===== src/hw/rtl/mzr_pkg.sv =====
// Shared widths, command codes, control structs and helpers of the MTF zero-run encoder.
`default_nettype none
package mzr_pkg;

  localparam int unsigned MAX_BLOCK_LEN_DEF = 1048576;
  localparam int unsigned ALPHABET_SIZE_DEF = 256;
  localparam int unsigned HIST_BUCKETS      = 20;
  localparam int unsigned HIST_IDX_W        = 5;

  localparam int unsigned CMD_W     = 3;
  localparam int unsigned SYM_W     = 8;
  localparam int unsigned RIDX_W    = 9;
  localparam int unsigned MSYM_W    = 9;
  localparam int unsigned CNT_W     = 64;
  localparam int unsigned FREQ_W    = 21;
  localparam int unsigned HIST_W    = 32;
  localparam int unsigned CFG_IDX_W = 2;
  localparam int unsigned CFG_W     = 64;
  localparam int unsigned CFG_REGS  = 4;

  localparam int unsigned BYTE_VALS   = 256;
  localparam int unsigned CHUNK_W     = 8;
  localparam int unsigned CHUNK_CNT_W = 5;
  localparam int unsigned RANK_W      = 9;

  localparam logic [CMD_W-1:0] CMD_START   = 3'd0;
  localparam logic [CMD_W-1:0] CMD_SYMBOL  = 3'd1;
  localparam logic [CMD_W-1:0] CMD_END     = 3'd2;
  localparam logic [CMD_W-1:0] CMD_RD_FREQ = 3'd3;
  localparam logic [CMD_W-1:0] CMD_RD_HIST = 3'd4;

  localparam logic [FREQ_W-1:0] FREQ_MAX = '1;

  typedef enum logic [1:0] {
    SRC_CODE,
    SRC_ERR,
    SRC_FREQ,
    SRC_HIST
  } out_src_e;

  typedef struct packed {
    logic     capture;
    logic     clear_blk;
    logic     rank_start;
    logic     rank_step;
    logic     cmp_load;
    logic     enc_load;
    logic     rec_front;
    logic     flush_init;
    logic     final_prep;
    logic     digit_prep;
    logic     frd;
    logic     rd_reply;
    logic     fwr;
    logic     run_clear;
    logic     n_step;
    logic     out_load;
    out_src_e out_src;
  } dp_cmd_t;

  typedef struct packed {
    logic [CMD_W-1:0] cmd;
    logic             in_use;
    logic             rank_last;
    logic             front_hit;
    logic             run_zero;
    logic             n_lt2;
    logic             code_final;
    logic             out_free;
  } dp_stat_t;

  function automatic logic [3:0] popcount8(input logic [CHUNK_W-1:0] v);
    logic [3:0] n;
    n = '0;
    for (int k = 0; k < CHUNK_W; k++) begin
      n = n + {3'b000, v[k]};
    end
    return n;
  endfunction

  function automatic logic [HIST_IDX_W-1:0] bucket_of(input logic [SYM_W-1:0] p);
    logic [HIST_IDX_W-1:0] b;
    if (p < 8'd16) begin
      b = {1'b0, p[3:0]};
    end else if (p < 8'd32) begin
      b = 5'd16;
    end else if (p < 8'd64) begin
      b = 5'd17;
    end else if (p < 8'd128) begin
      b = 5'd18;
    end else begin
      b = 5'd19;
    end
    return b;
  endfunction

endpackage
`default_nettype wire


===== src/hw/rtl/mzr_ctrl.sv =====
// Sequencing state machine of the MTF zero-run encoder.
`default_nettype none
module mzr_ctrl (
  input  wire                logic clk_i,
  input  wire                logic rst_ni,
  input  wire                logic in_valid_i,
  output mzr_pkg::dp_cmd_t   cmd_o,
  input  wire mzr_pkg::dp_stat_t stat_i,
  output logic               in_ready_o
);

  localparam logic [3:0] S_IDLE  = 4'd0;
  localparam logic [3:0] S_DEC   = 4'd1;
  localparam logic [3:0] S_RANK  = 4'd2;
  localparam logic [3:0] S_CMP   = 4'd3;
  localparam logic [3:0] S_ENC   = 4'd4;
  localparam logic [3:0] S_FLUSH = 4'd5;
  localparam logic [3:0] S_DIGIT = 4'd6;
  localparam logic [3:0] S_FRD   = 4'd7;
  localparam logic [3:0] S_FWR   = 4'd8;
  localparam logic [3:0] S_RPL   = 4'd9;

  logic [3:0]         state_q, state_d;
  mzr_pkg::out_src_e  src_q, src_d;

  assign in_ready_o = (state_q == S_IDLE);

  always_comb begin
    state_d = state_q;
    src_d   = src_q;
    cmd_o   = '0;
    cmd_o.out_src = mzr_pkg::SRC_CODE;
    unique case (state_q)
      S_IDLE: begin
        if (in_valid_i) begin
          cmd_o.capture = 1'b1;
          state_d = S_DEC;
        end
      end
      S_DEC: begin
        unique case (stat_i.cmd)
          mzr_pkg::CMD_START: begin
            cmd_o.clear_blk = 1'b1;
            state_d = S_IDLE;
          end
          mzr_pkg::CMD_SYMBOL: begin
            if (stat_i.in_use) begin
              cmd_o.rank_start = 1'b1;
              state_d = S_RANK;
            end else begin
              src_d   = mzr_pkg::SRC_ERR;
              state_d = S_RPL;
            end
          end
          mzr_pkg::CMD_END: begin
            cmd_o.rank_start = 1'b1;
            state_d = S_RANK;
          end
          mzr_pkg::CMD_RD_FREQ: begin
            cmd_o.rd_reply = 1'b1;
            src_d   = mzr_pkg::SRC_FREQ;
            state_d = S_RPL;
          end
          mzr_pkg::CMD_RD_HIST: begin
            src_d   = mzr_pkg::SRC_HIST;
            state_d = S_RPL;
          end
          default: state_d = S_IDLE;
        endcase
      end
      S_RANK: begin
        cmd_o.rank_step = 1'b1;
        if (stat_i.rank_last) begin
          state_d = (stat_i.cmd == mzr_pkg::CMD_SYMBOL) ? S_CMP : S_FLUSH;
        end
      end
      S_CMP: begin
        cmd_o.cmp_load = 1'b1;
        if (stat_i.front_hit) begin
          cmd_o.rec_front = 1'b1;
          state_d = S_IDLE;
        end else begin
          state_d = S_ENC;
        end
      end
      S_ENC: begin
        cmd_o.enc_load = 1'b1;
        state_d = S_FLUSH;
      end
      S_FLUSH: begin
        if (stat_i.run_zero) begin
          cmd_o.final_prep = 1'b1;
        end else begin
          cmd_o.flush_init = 1'b1;
        end
        state_d = stat_i.run_zero ? S_FRD : S_DIGIT;
      end
      S_DIGIT: begin
        cmd_o.digit_prep = 1'b1;
        state_d = S_FRD;
      end
      S_FRD: begin
        cmd_o.frd = 1'b1;
        state_d = S_FWR;
      end
      S_FWR: begin
        if (stat_i.out_free) begin
          cmd_o.fwr      = 1'b1;
          cmd_o.out_load = 1'b1;
          priority if (stat_i.code_final) begin
            state_d = S_IDLE;
          end else if (stat_i.n_lt2) begin
            cmd_o.run_clear = 1'b1;
            state_d = S_FLUSH;
          end else begin
            cmd_o.n_step = 1'b1;
            state_d = S_DIGIT;
          end
        end
      end
      S_RPL: begin
        cmd_o.out_src = src_q;
        if (stat_i.out_free) begin
          cmd_o.out_load = 1'b1;
          state_d = S_IDLE;
        end
      end
      default: state_d = S_IDLE;
    endcase
  end

  always_ff @(posedge clk_i or negedge rst_ni) begin
    if (!rst_ni) begin
      state_q <= S_IDLE;
      src_q   <= mzr_pkg::SRC_CODE;
    end else begin
      state_q <= state_d;
      src_q   <= src_d;
    end
  end

endmodule
`default_nettype wire


===== config.mk =====
export PLATFORM = sky130hd
export DESIGN_NAME = mzr_ctrl
export DESIGN_NICKNAME = d
export VERILOG_FILES = /design/src/hw/rtl/mzr_pkg.sv /design/src/hw/rtl/mzr_ctrl.sv
export SDC_FILE = /design/constraint.sdc
export NUM_CORES = 1
export LEC_CHECK = 0
export ABC_AREA = 1
export BUFFER_PORTS_ARGS = -buffer_cell sky130_fd_sc_hd__buf_2
export CORE_AREA = 10 10 48 50
export DETAILED_ROUTE_END_ITERATION = 10
export DIE_AREA = 0 0 58 60
export GPL_TIMING_DRIVEN = 0
export PLACE_DENSITY = 0.77
export SLEW_MARGIN = 5
export SYNTH_ARGS = -nofsm -noshare
export SYNTH_HDL_FRONTEND = slang
export SYNTH_SLANG_ARGS = --single-unit

===== constraint.sdc =====
create_clock -name clk_i -period 3.5 [get_ports clk_i]
set_input_delay 0.175 -clock clk_i [delete_from_list [all_inputs] [get_ports clk_i]]
set_output_delay 0.175 -clock clk_i [all_outputs]
set_load 0.005 [all_outputs]

Yosys cells after proc, flatten, opt, wreduce, memory -nomap -nowiden --
Cells that the tools add are included.
Cells by class: reduce and logical (&&, ||, !) cells 6, equality and inequality tests 18, muxes and demuxes 40
Operators by type and width (count):
- 4-bit case mux with 10 select lines | 1
- 4-bit two-way mux | 7
- 1-bit two-way mux | 19
- 4-bit by 3-bit equality test with 1-bit output, second input constant | 4
- 2-bit two-way mux | 6
- 4-bit case mux with 3 select lines | 1
- 2-bit != test, second input constant | 5
- 3-bit two-way mux | 3
- 4-bit by 2-bit equality test with 1-bit output, second input constant | 2
- 4-bit equality test, second input constant | 2
- 3-bit by 2-bit equality test with 1-bit output, second input constant | 2
- 2-bit case mux with 3 select lines | 1
- 4-bit by 1-bit equality test with 1-bit output, second input constant | 1
- 4-bit zero test | 1
- 1-bit case mux with 2 select lines | 2
- 4-bit AND reduction | 1
- 3-bit by 1-bit equality test with 1-bit output, second input constant | 1
- 3-bit equality test, second input constant | 1
- 3-bit zero test | 1
- 3-bit AND reduction | 1
- 3-bit nonzero test | 1
- 2-bit OR reduction | 1
Word-level totals: output and inout bits 19, register bits 6, input bits 13

Longest topological paths before layout --
Gate-level depths: netlist (run 1).
depth after elaboration 4, gate-level depth with buffers 8

Worst setup path after synthesis (run 1) --
Ideal clock, no wire load.
path type flip-flop to output port, from reg state_q[3], to out cmd_o[16] (netlist bit), stages on the path, launching flop included 6, buffers on the path 0, data arrival time 993 ps, slack 2332 ps, cell sequence dfrtp_1 > inv_1 > nand2_4 > nor2_4 > inv_1 > nor4_1
RTL lines:
- start, declared | RTL line mzr_ctrl.sv:23 | logic [3:0] state_q, state_d;
- start signal, assigned | RTL line mzr_ctrl.sv:137 | state_q <= state_d;
- end, declared | RTL line mzr_ctrl.sv:7 | output mzr_pkg::dp_cmd_t cmd_o,

==> results of run 1 <==
[timing repair]
item	4_1_cts	5_1_grt
setup buffers	0	0
endpoints found under the hold margin	6	0
resized for setup	0	0
hold buffers	1	0
[how the worst max path moves through the flow]
stage	slack (ns)	depth (start not counted)	startpoint	end
after floorplan	2.33	5	state_q[3]$_DFFE_PN0P_	cmd_o[16]
after global placement	2.15	6	state_q[1]$_DFFE_PN0P_	cmd_o[16]
after detailed placement	2.14	6	state_q[1]$_DFFE_PN0P_	cmd_o[16]
after CTS	1.86	6	state_q[1]$_DFFE_PN0P_	cmd_o[16]
after global routing	1.72	6	state_q[1]$_DFFE_PN0P_	cmd_o[16]
final	1.89	6	state_q[1]$_DFFE_PN0P_	cmd_o[16]
[flip-flops by register name, indices dropped and copies added, names as in the netlist]
signal / flops
state_q: 4
src_q: 2
[worst max-delay path, cell delays in order, from the launching register on]
cell	delay, ns
dfrtp_1	0.45
inv_2	0.12
nand2_2	0.09
nor2_4	0.15
inv_1	0.06
nor4_1	0.15
buf_2	0.16
[Yosys cell counts]
master and count:
nand2_1 26, nor2_1 20, inv_1 18, nand3_1 7, dfrtp_1 6, nor3_1 5
nor2_2 4, inv_2 3, nand2_2 2, nand4_1 2, nor2_4 2, o21a_1 2
a21oi_1 1, nand2_4 1, nand3_2 1, nand3b_1 1, nor4_1 1, o21ai_0 1
[power groups by stage]
stage / registers [W] / clock network, W / logic (W)
final: 0.000127 / 0.0000640 / 0.000311
after CTS: 0.000127 / 0.0000674 / 0.000317
after floorplan: 0.000122 / 0 / 0.000229
after global routing: 0.000131 / 0.0000715 / 0.000362
after detailed placement: 0.000128 / 0 / 0.000314
after global placement: 0.000127 / 0 / 0.000308
[through the flow]
step / setup WS, ns / cell area, um2
floorplan: 2.33 / 594
global placement: 2.15 / 769
detailed placement: 2.14 / 769
CTS: 1.86 / 802
global route: 1.72 / 802
finish: 1.89 / 802
[cell families (layout without fill, tap and decap cells)]
group / count (synthesis) / in the layout / share of synthesized area
AND/OR/NAND/NOR: 72 / 72 / 0.573
buffers and inverters: 21 / 56 / 0.133
flip-flops: 6 / 6 / 0.253
AO/OA/AOI/OAI: 4 / 4 / 0.0421
[cell type report]
type	instances	area (um2)	area share
well taps	16	20.0	0.0250
flip-flops and latches	6	150	0.187
repair buffers	32	165	0.206
inverters	21	78.8	0.0983
clock buffers	3	22.5	0.0281
multi-input cells	76	365	0.456
[routing by layer]
| layer | up-vias | share of wire | track usage |
|---|---|---|---|
| li1 | 388 | - | - |
| met1 | 311 | 0.43 | 0.115 |
| met2 | 27 | 0.46 | 0.181 |
| met3 | 2 | 0.11 | 0.0551 |
| met4 | 0 | 0.0047 | 0.0436 |
| met5 | - | 0 | 0 |
==> run_results.csv, run 1 <==
group,metric,value,unit
outcome,status,"finished clean",
setup_path,reg2reg_slack,2.26,ns
pwr,p_leak,0.520,nW
yosys,syn_area,594,um2
finish,fillers,154,
route,routed_wirelength,1710,um
finish,finalNetCount,153,
cts,cts.clk_slew.worst_paths,0.04,ns
sta,rsz0062_at_grt,"false",
finish,area_growth,34.9,%
global_route,grt_pass1_vias,775,
setup_path,r2r-end,"src_q[1]$_DFFE_PN0P_",
route,via_per_inst,4.73,
yosys,yosysSeqAreaShare,0.253,
setup_path,reg2reg_depth,5,
placement,io_buffers,31,
sta,hold_viol_final,0,
setup_path,worstSetupEndpointType,"primary output",
global_route,grt_antenna_before_repair,0,
worst_hold_path,worstHoldEndpoint,"state_q[1]$_DFFE_PN0P_",
sta,maxSlewHeadroom,0.847,
global_route,grt_pass1_wl,3110,um
cts,root_buffer,"clkbuf_4",
cts,numCtsBuffers,3,
cts,tritoncts,"yes",
placement,dp_hpwl,1490,um
global_route,grt_max_degree,8,
route,drc,0,
sta,skew,0.000762,ns
yosys,syn_inst,103,
sta,finalCriticalPeriod,1.61,ns
finish,layout_common_cells,"31 x buf_2, 26 x nand2_1, 20 x nor2_1",
yosys,ys_ff_latch,6,
yosys,netlist_top_cells_area,"dfrtp_1 25%, nand2_1 16%, nor2_1 13%",
pwr,power.share.combinational,0.620,
setup_path,crit_required,3.32,ns
floorplan,rows,14,
cts,htreeDepth,1,
sta,post-route-period-util,0.459,
pwr,power.total,0.000501,W
worst_hold_path,min-delay-start,"stat_i[5]",
pwr,intPower,0.000254,W
placement,dp_cells,150,
setup_path,r2r_start,"state_q[1]$_DFFE_PN0P_",
pwr,p_seq_frac,0.252,
floorplan,die_y,60,um
global_route,grtUsageTotal,0.109,
floorplan,dieWidth,58,um
setup_path,startpoint_type,"flip-flop",
route,first_iter_violations,12,
sta,setup_viol,0,
yosys,synth_warnings,0,
cts,clock_tree.buffer_depth,2,
pwr,ir_drop,0.353,mV
sta,final_max_slew_viol_count,0,
finish,num_antenna_cells,0,
floorplan,ios,32,
route,wl_per_cell,11.1,um
floorplan,core_area,1440,um2
floorplan,start_util,0.414,
setup_path,crit_fanout,7,
placement,place.gp.congestion,0.834,
yosys,synth_area_leader_cell,"dfrtp_1",
worst_hold_path,min_path_cells,4,
finish,final_core_util,0.558,
yosys,synth_area_per_cell,5.77,um2
sta,clock.fmax,622,MHz
finish,layout.cells.non_filler,154,
sta,worst_pin_slew,0.230,ns
pwr,swShare,0.494,
global_route,grt_overflow,0,
yosys,yosysUniqueCellTypes,18,
setup_path,arrival,1.43,ns
yosys,syn_nets,116,
sta,holdWs,0.230,ns
worst_hold_path,hp-class,"in -> reg",
sta,fin_setup_tns,0,ns
pwr,p_switching,0.000247,W
cts,clock_sinks,6,
route,dr.pass1.iters,4,
route,vias,728,
job,cap_violations,0,
cts,insertion_delay,0.24,ns
setup_path,worst-setup-path-type,"reg -> out",
floorplan,dieArea,3480,um2
finish,drive_above_1_share,0.341,
pwr,clock_power_share,0.128,
finish,final_common_cell,"buf_2",
route,ant_nets,0,
yosys,yosys.area.top_type_share,0.253,
pwr,p_per_area,625,nW/um2
Note: power is estimated with default switching activity, not from simulation.
==> inputs of run 2 (changes only) <==
ABC_AREA = 0   (was 1)
CORE_AREA = 10 10 50 52   (was 10 10 48 50)
DIE_AREA = 0 0 60 62   (was 0 0 58 60)
PLACE_DENSITY = 0.74   (was 0.77)
clock period = 1.5 ns   (was 3.5 ns; I/O delays follow)
==> run_results.csv, run 2 <==
group,metric,value,unit
outcome,status,"complete, but fails checks",
outcome,violations,"setup timing",
sta,post-route-period-util,1.01,
finish,regMostFlops,"state_q",
global_route,grt_overflow,0,
yosys,syn_nets,93,
setup_path,crit_chain,"buf_6, buf_4, nor4_4, and2_1, buf_2",
yosys,synth_async_sr_flop_share,1.00,
placement,io_buffers,30,
cts,root_buffer,"clkbuf_4",
placement,preCtsSetupSlack,0.0771,ns
route,first_iter_violations,22,
finish,layout_common_cells,"30 x buf_2, 14 x buf_4, 8 x nor2_1",
yosys,ys_ff_latch,6,
worst_hold_path,hp-class,"in -> reg",
finish,drive_above_1_share,0.563,
pwr,ir_drop,1.07,mV
route,dr.pass1.iters,4,
yosys,synth_flop_cell,"dfrtp_1",
finish,fillers,150,
yosys,yosysSeqAreaShare,0.236,
setup_path,crit_slowest_cell,"dfrtp_1",
floorplan,dieArea,3720,um2
global_route,grt_pass1_vias,745,
yosys,synth.mux.area_fraction,0.0314,
sta,setup_viol,2,
global_route,grt_pass1_wl,3320,um
sta,layout_setup_ws,-0.0212,ns
yosys,ys_top_cells_by_count,"9 x nor2_1, 7 x nor3_1, 6 x a21oi_1, 6 x dfrtp_1, 6 x nand2b_1",
route,routed_wirelength,2220,um
cts,cts.clk_slew.worst_paths,0.04,ns
pwr,p_leak,0.521,nW
sta,rsz0062_at_grt,"true",
floorplan,ios,32,
cts,clock_sinks,6,
setup_path,worstSetupEndpointType,"primary output",
setup_path,startpoint_type,"flip-flop",
floorplan,start_util,0.395,
yosys,syn_area,637,um2
setup_path,critPathTopFamily,"flip-flops",
setup_path,slowest_delay,0.40,ns
setup_path,path_buf_inv,3,
cts,clock_tree.buffer_depth,2,
yosys,synth_edf_count,0,
cts,numCtsBuffers,3,
sta,clock.fmax,657,MHz
cts,insertion_delay,0.24,ns
floorplan,dieWidth,60,um
placement,place.gp.congestion,0.878,
yosys,synth-simple-area-share,0.481,
pwr,p_per_area,1700,nW/um2
sta,final_max_slew_viol_count,0,
yosys,synth_top_family_by_area,"simple AND/OR/NAND/NOR gates",
sta,finalCriticalPeriod,1.52,ns
finish,num_antenna_cells,0,
placement,dp_hpwl,1570,um
sta,maxSlewHeadroom,0.779,
cts,htreeDepth,1,
yosys,synth-adder-area-share,0,
job,cap_violations,0,
yosys,synth-compound-area-share,0.179,
route,via_per_inst,5.59,
yosys,yosys.area.top_type_share,0.236,
floorplan,die_y,62,um
yosys,synth_area_leader_cell,"dfrtp_1",
setup_path,crit_fanout,6,
floorplan,core_area,1610,um2
setup_path,crit_required,1.42,ns
route,ant_nets,0,
yosys,synth_area_per_cell,7.96,um2
global_route,grtUsageTotal,0.110,
global_route,grt_antenna_before_repair,0,
sta,hold_viol_final,0,
setup_path,worst-setup-path-type,"reg -> out",
setup_path,arrival,1.45,ns
sta,skew,0.000519,ns
cts,tritoncts,"yes",
floorplan,rows,15,
route,vias,811,
yosys,syn_inst,80,
route,drc,0,
yosys,netlist_top_cells_area,"dfrtp_1 24%, nand2b_1 5.9%, nor3_1 5.5%",
finish,area_growth,66.0,%
sta,worst_pin_slew,0.331,ns
sta,fin_setup_tns,-0.0265,ns
finish,largest_registers,"state_q x4, src_q x2",
global_route,grt_max_degree,11,
yosys,yosysUniqueCellTypes,36,
yosys,synth_warnings,0,
finish,final_common_cell,"buf_2",
route,wl_per_cell,15.3,um
finish,largest_reg_flops,4,
yosys,synth_xor_xnor_area_share,0,
finish,finalNetCount,143,
yosys,yosysMostFrequentCell,"nor2_1",
[run 2: layout make-up]
type	count	area (um2)	share of cell area
multi-input combinational	67	529	0.501
tap	17	21.3	0.0201
buffer	5	45.0	0.0426
inverter	2	7.51	0.00710
timing repair buffer	45	278	0.263
clock buffer	3	22.5	0.0213
sequential	6	154	0.146
[run 2: final timing paths]
kind | depth (start not counted) | slack (ns) | to | start
min in group asynchronous | 2 | 0.19 | state_q[0]$_DFFE_PN0P_ | rst_ni
min reg2reg | 2 | 0.50 | src_q[0]$_DFFE_PN0P_ | src_q[0]$_DFFE_PN0P_
max reg2reg | 6 | 0.05 | state_q[1]$_DFFE_PN0P_ | state_q[3]$_DFFE_PN0P_
min | 3 | 0.09 | src_q[1]$_DFFE_PN0P_ | stat_i[6]
max in group asynchronous | 2 | 1.16 | state_q[2]$_DFFE_PN0P_ | rst_ni
max | 5 | -0.02 | cmd_o[17] | state_q[0]$_DFFE_PN0P_
[run 2: report_power, final]
part | internal (W) | total [W] | switching (W)
sequential | 0.000234 | 0.000312 | 0.0000779
clock | 0.0000904 | 0.000147 | 0.0000570
combinational | 0.000705 | 0.00134 | 0.000638
total | 0.00103 | 0.00180 | 0.000773
[run 2: stage by stage]
stage               hold WS [ns]  std cells  instance area [um2]  total power [W]   util
finish                    0.0934        145                 1060          0.00180  0.655
global route               0.110        145                 1060          0.00195  0.655
CTS                       0.0851        137                  942          0.00153  0.584
detailed placement       -0.0957        127                  808          0.00116  0.501
global placement          -0.101        127                  808          0.00115  0.501
floorplan                 -0.221         80                  637         0.000913      -
[run 2: cell families (layout without fill, tap and decap cells)]
kind of cell | count (synthesis) | count (layout)
and+or+nand+nor | 48 | 48
AOI/OAI and AO/OA | 17 | 17
muxes | 2 | 2
buffers and inverters | 7 | 55
DFF | 6 | 6
[run 2: metal layers]
metal	wire [um]	global-route usage
met5	0	0
met2	1060	0.171
met4	16	0.0256
met1	911	0.135
met3	224	0.0528
[run 2: repair_timing]
action,in CTS,in global routing
pin swaps,5,8
endpoints found under the hold margin,6,0
endpoints found under the setup margin,8,12
resized for setup,10,11
setup buffers,6,8
hold buffers,1,0
[run 2: tightest hold or removal path, stage by stage]
cell and delay (ns):
buf_2 0.09, o21ai_1 0.06, nand3b_1 0.07
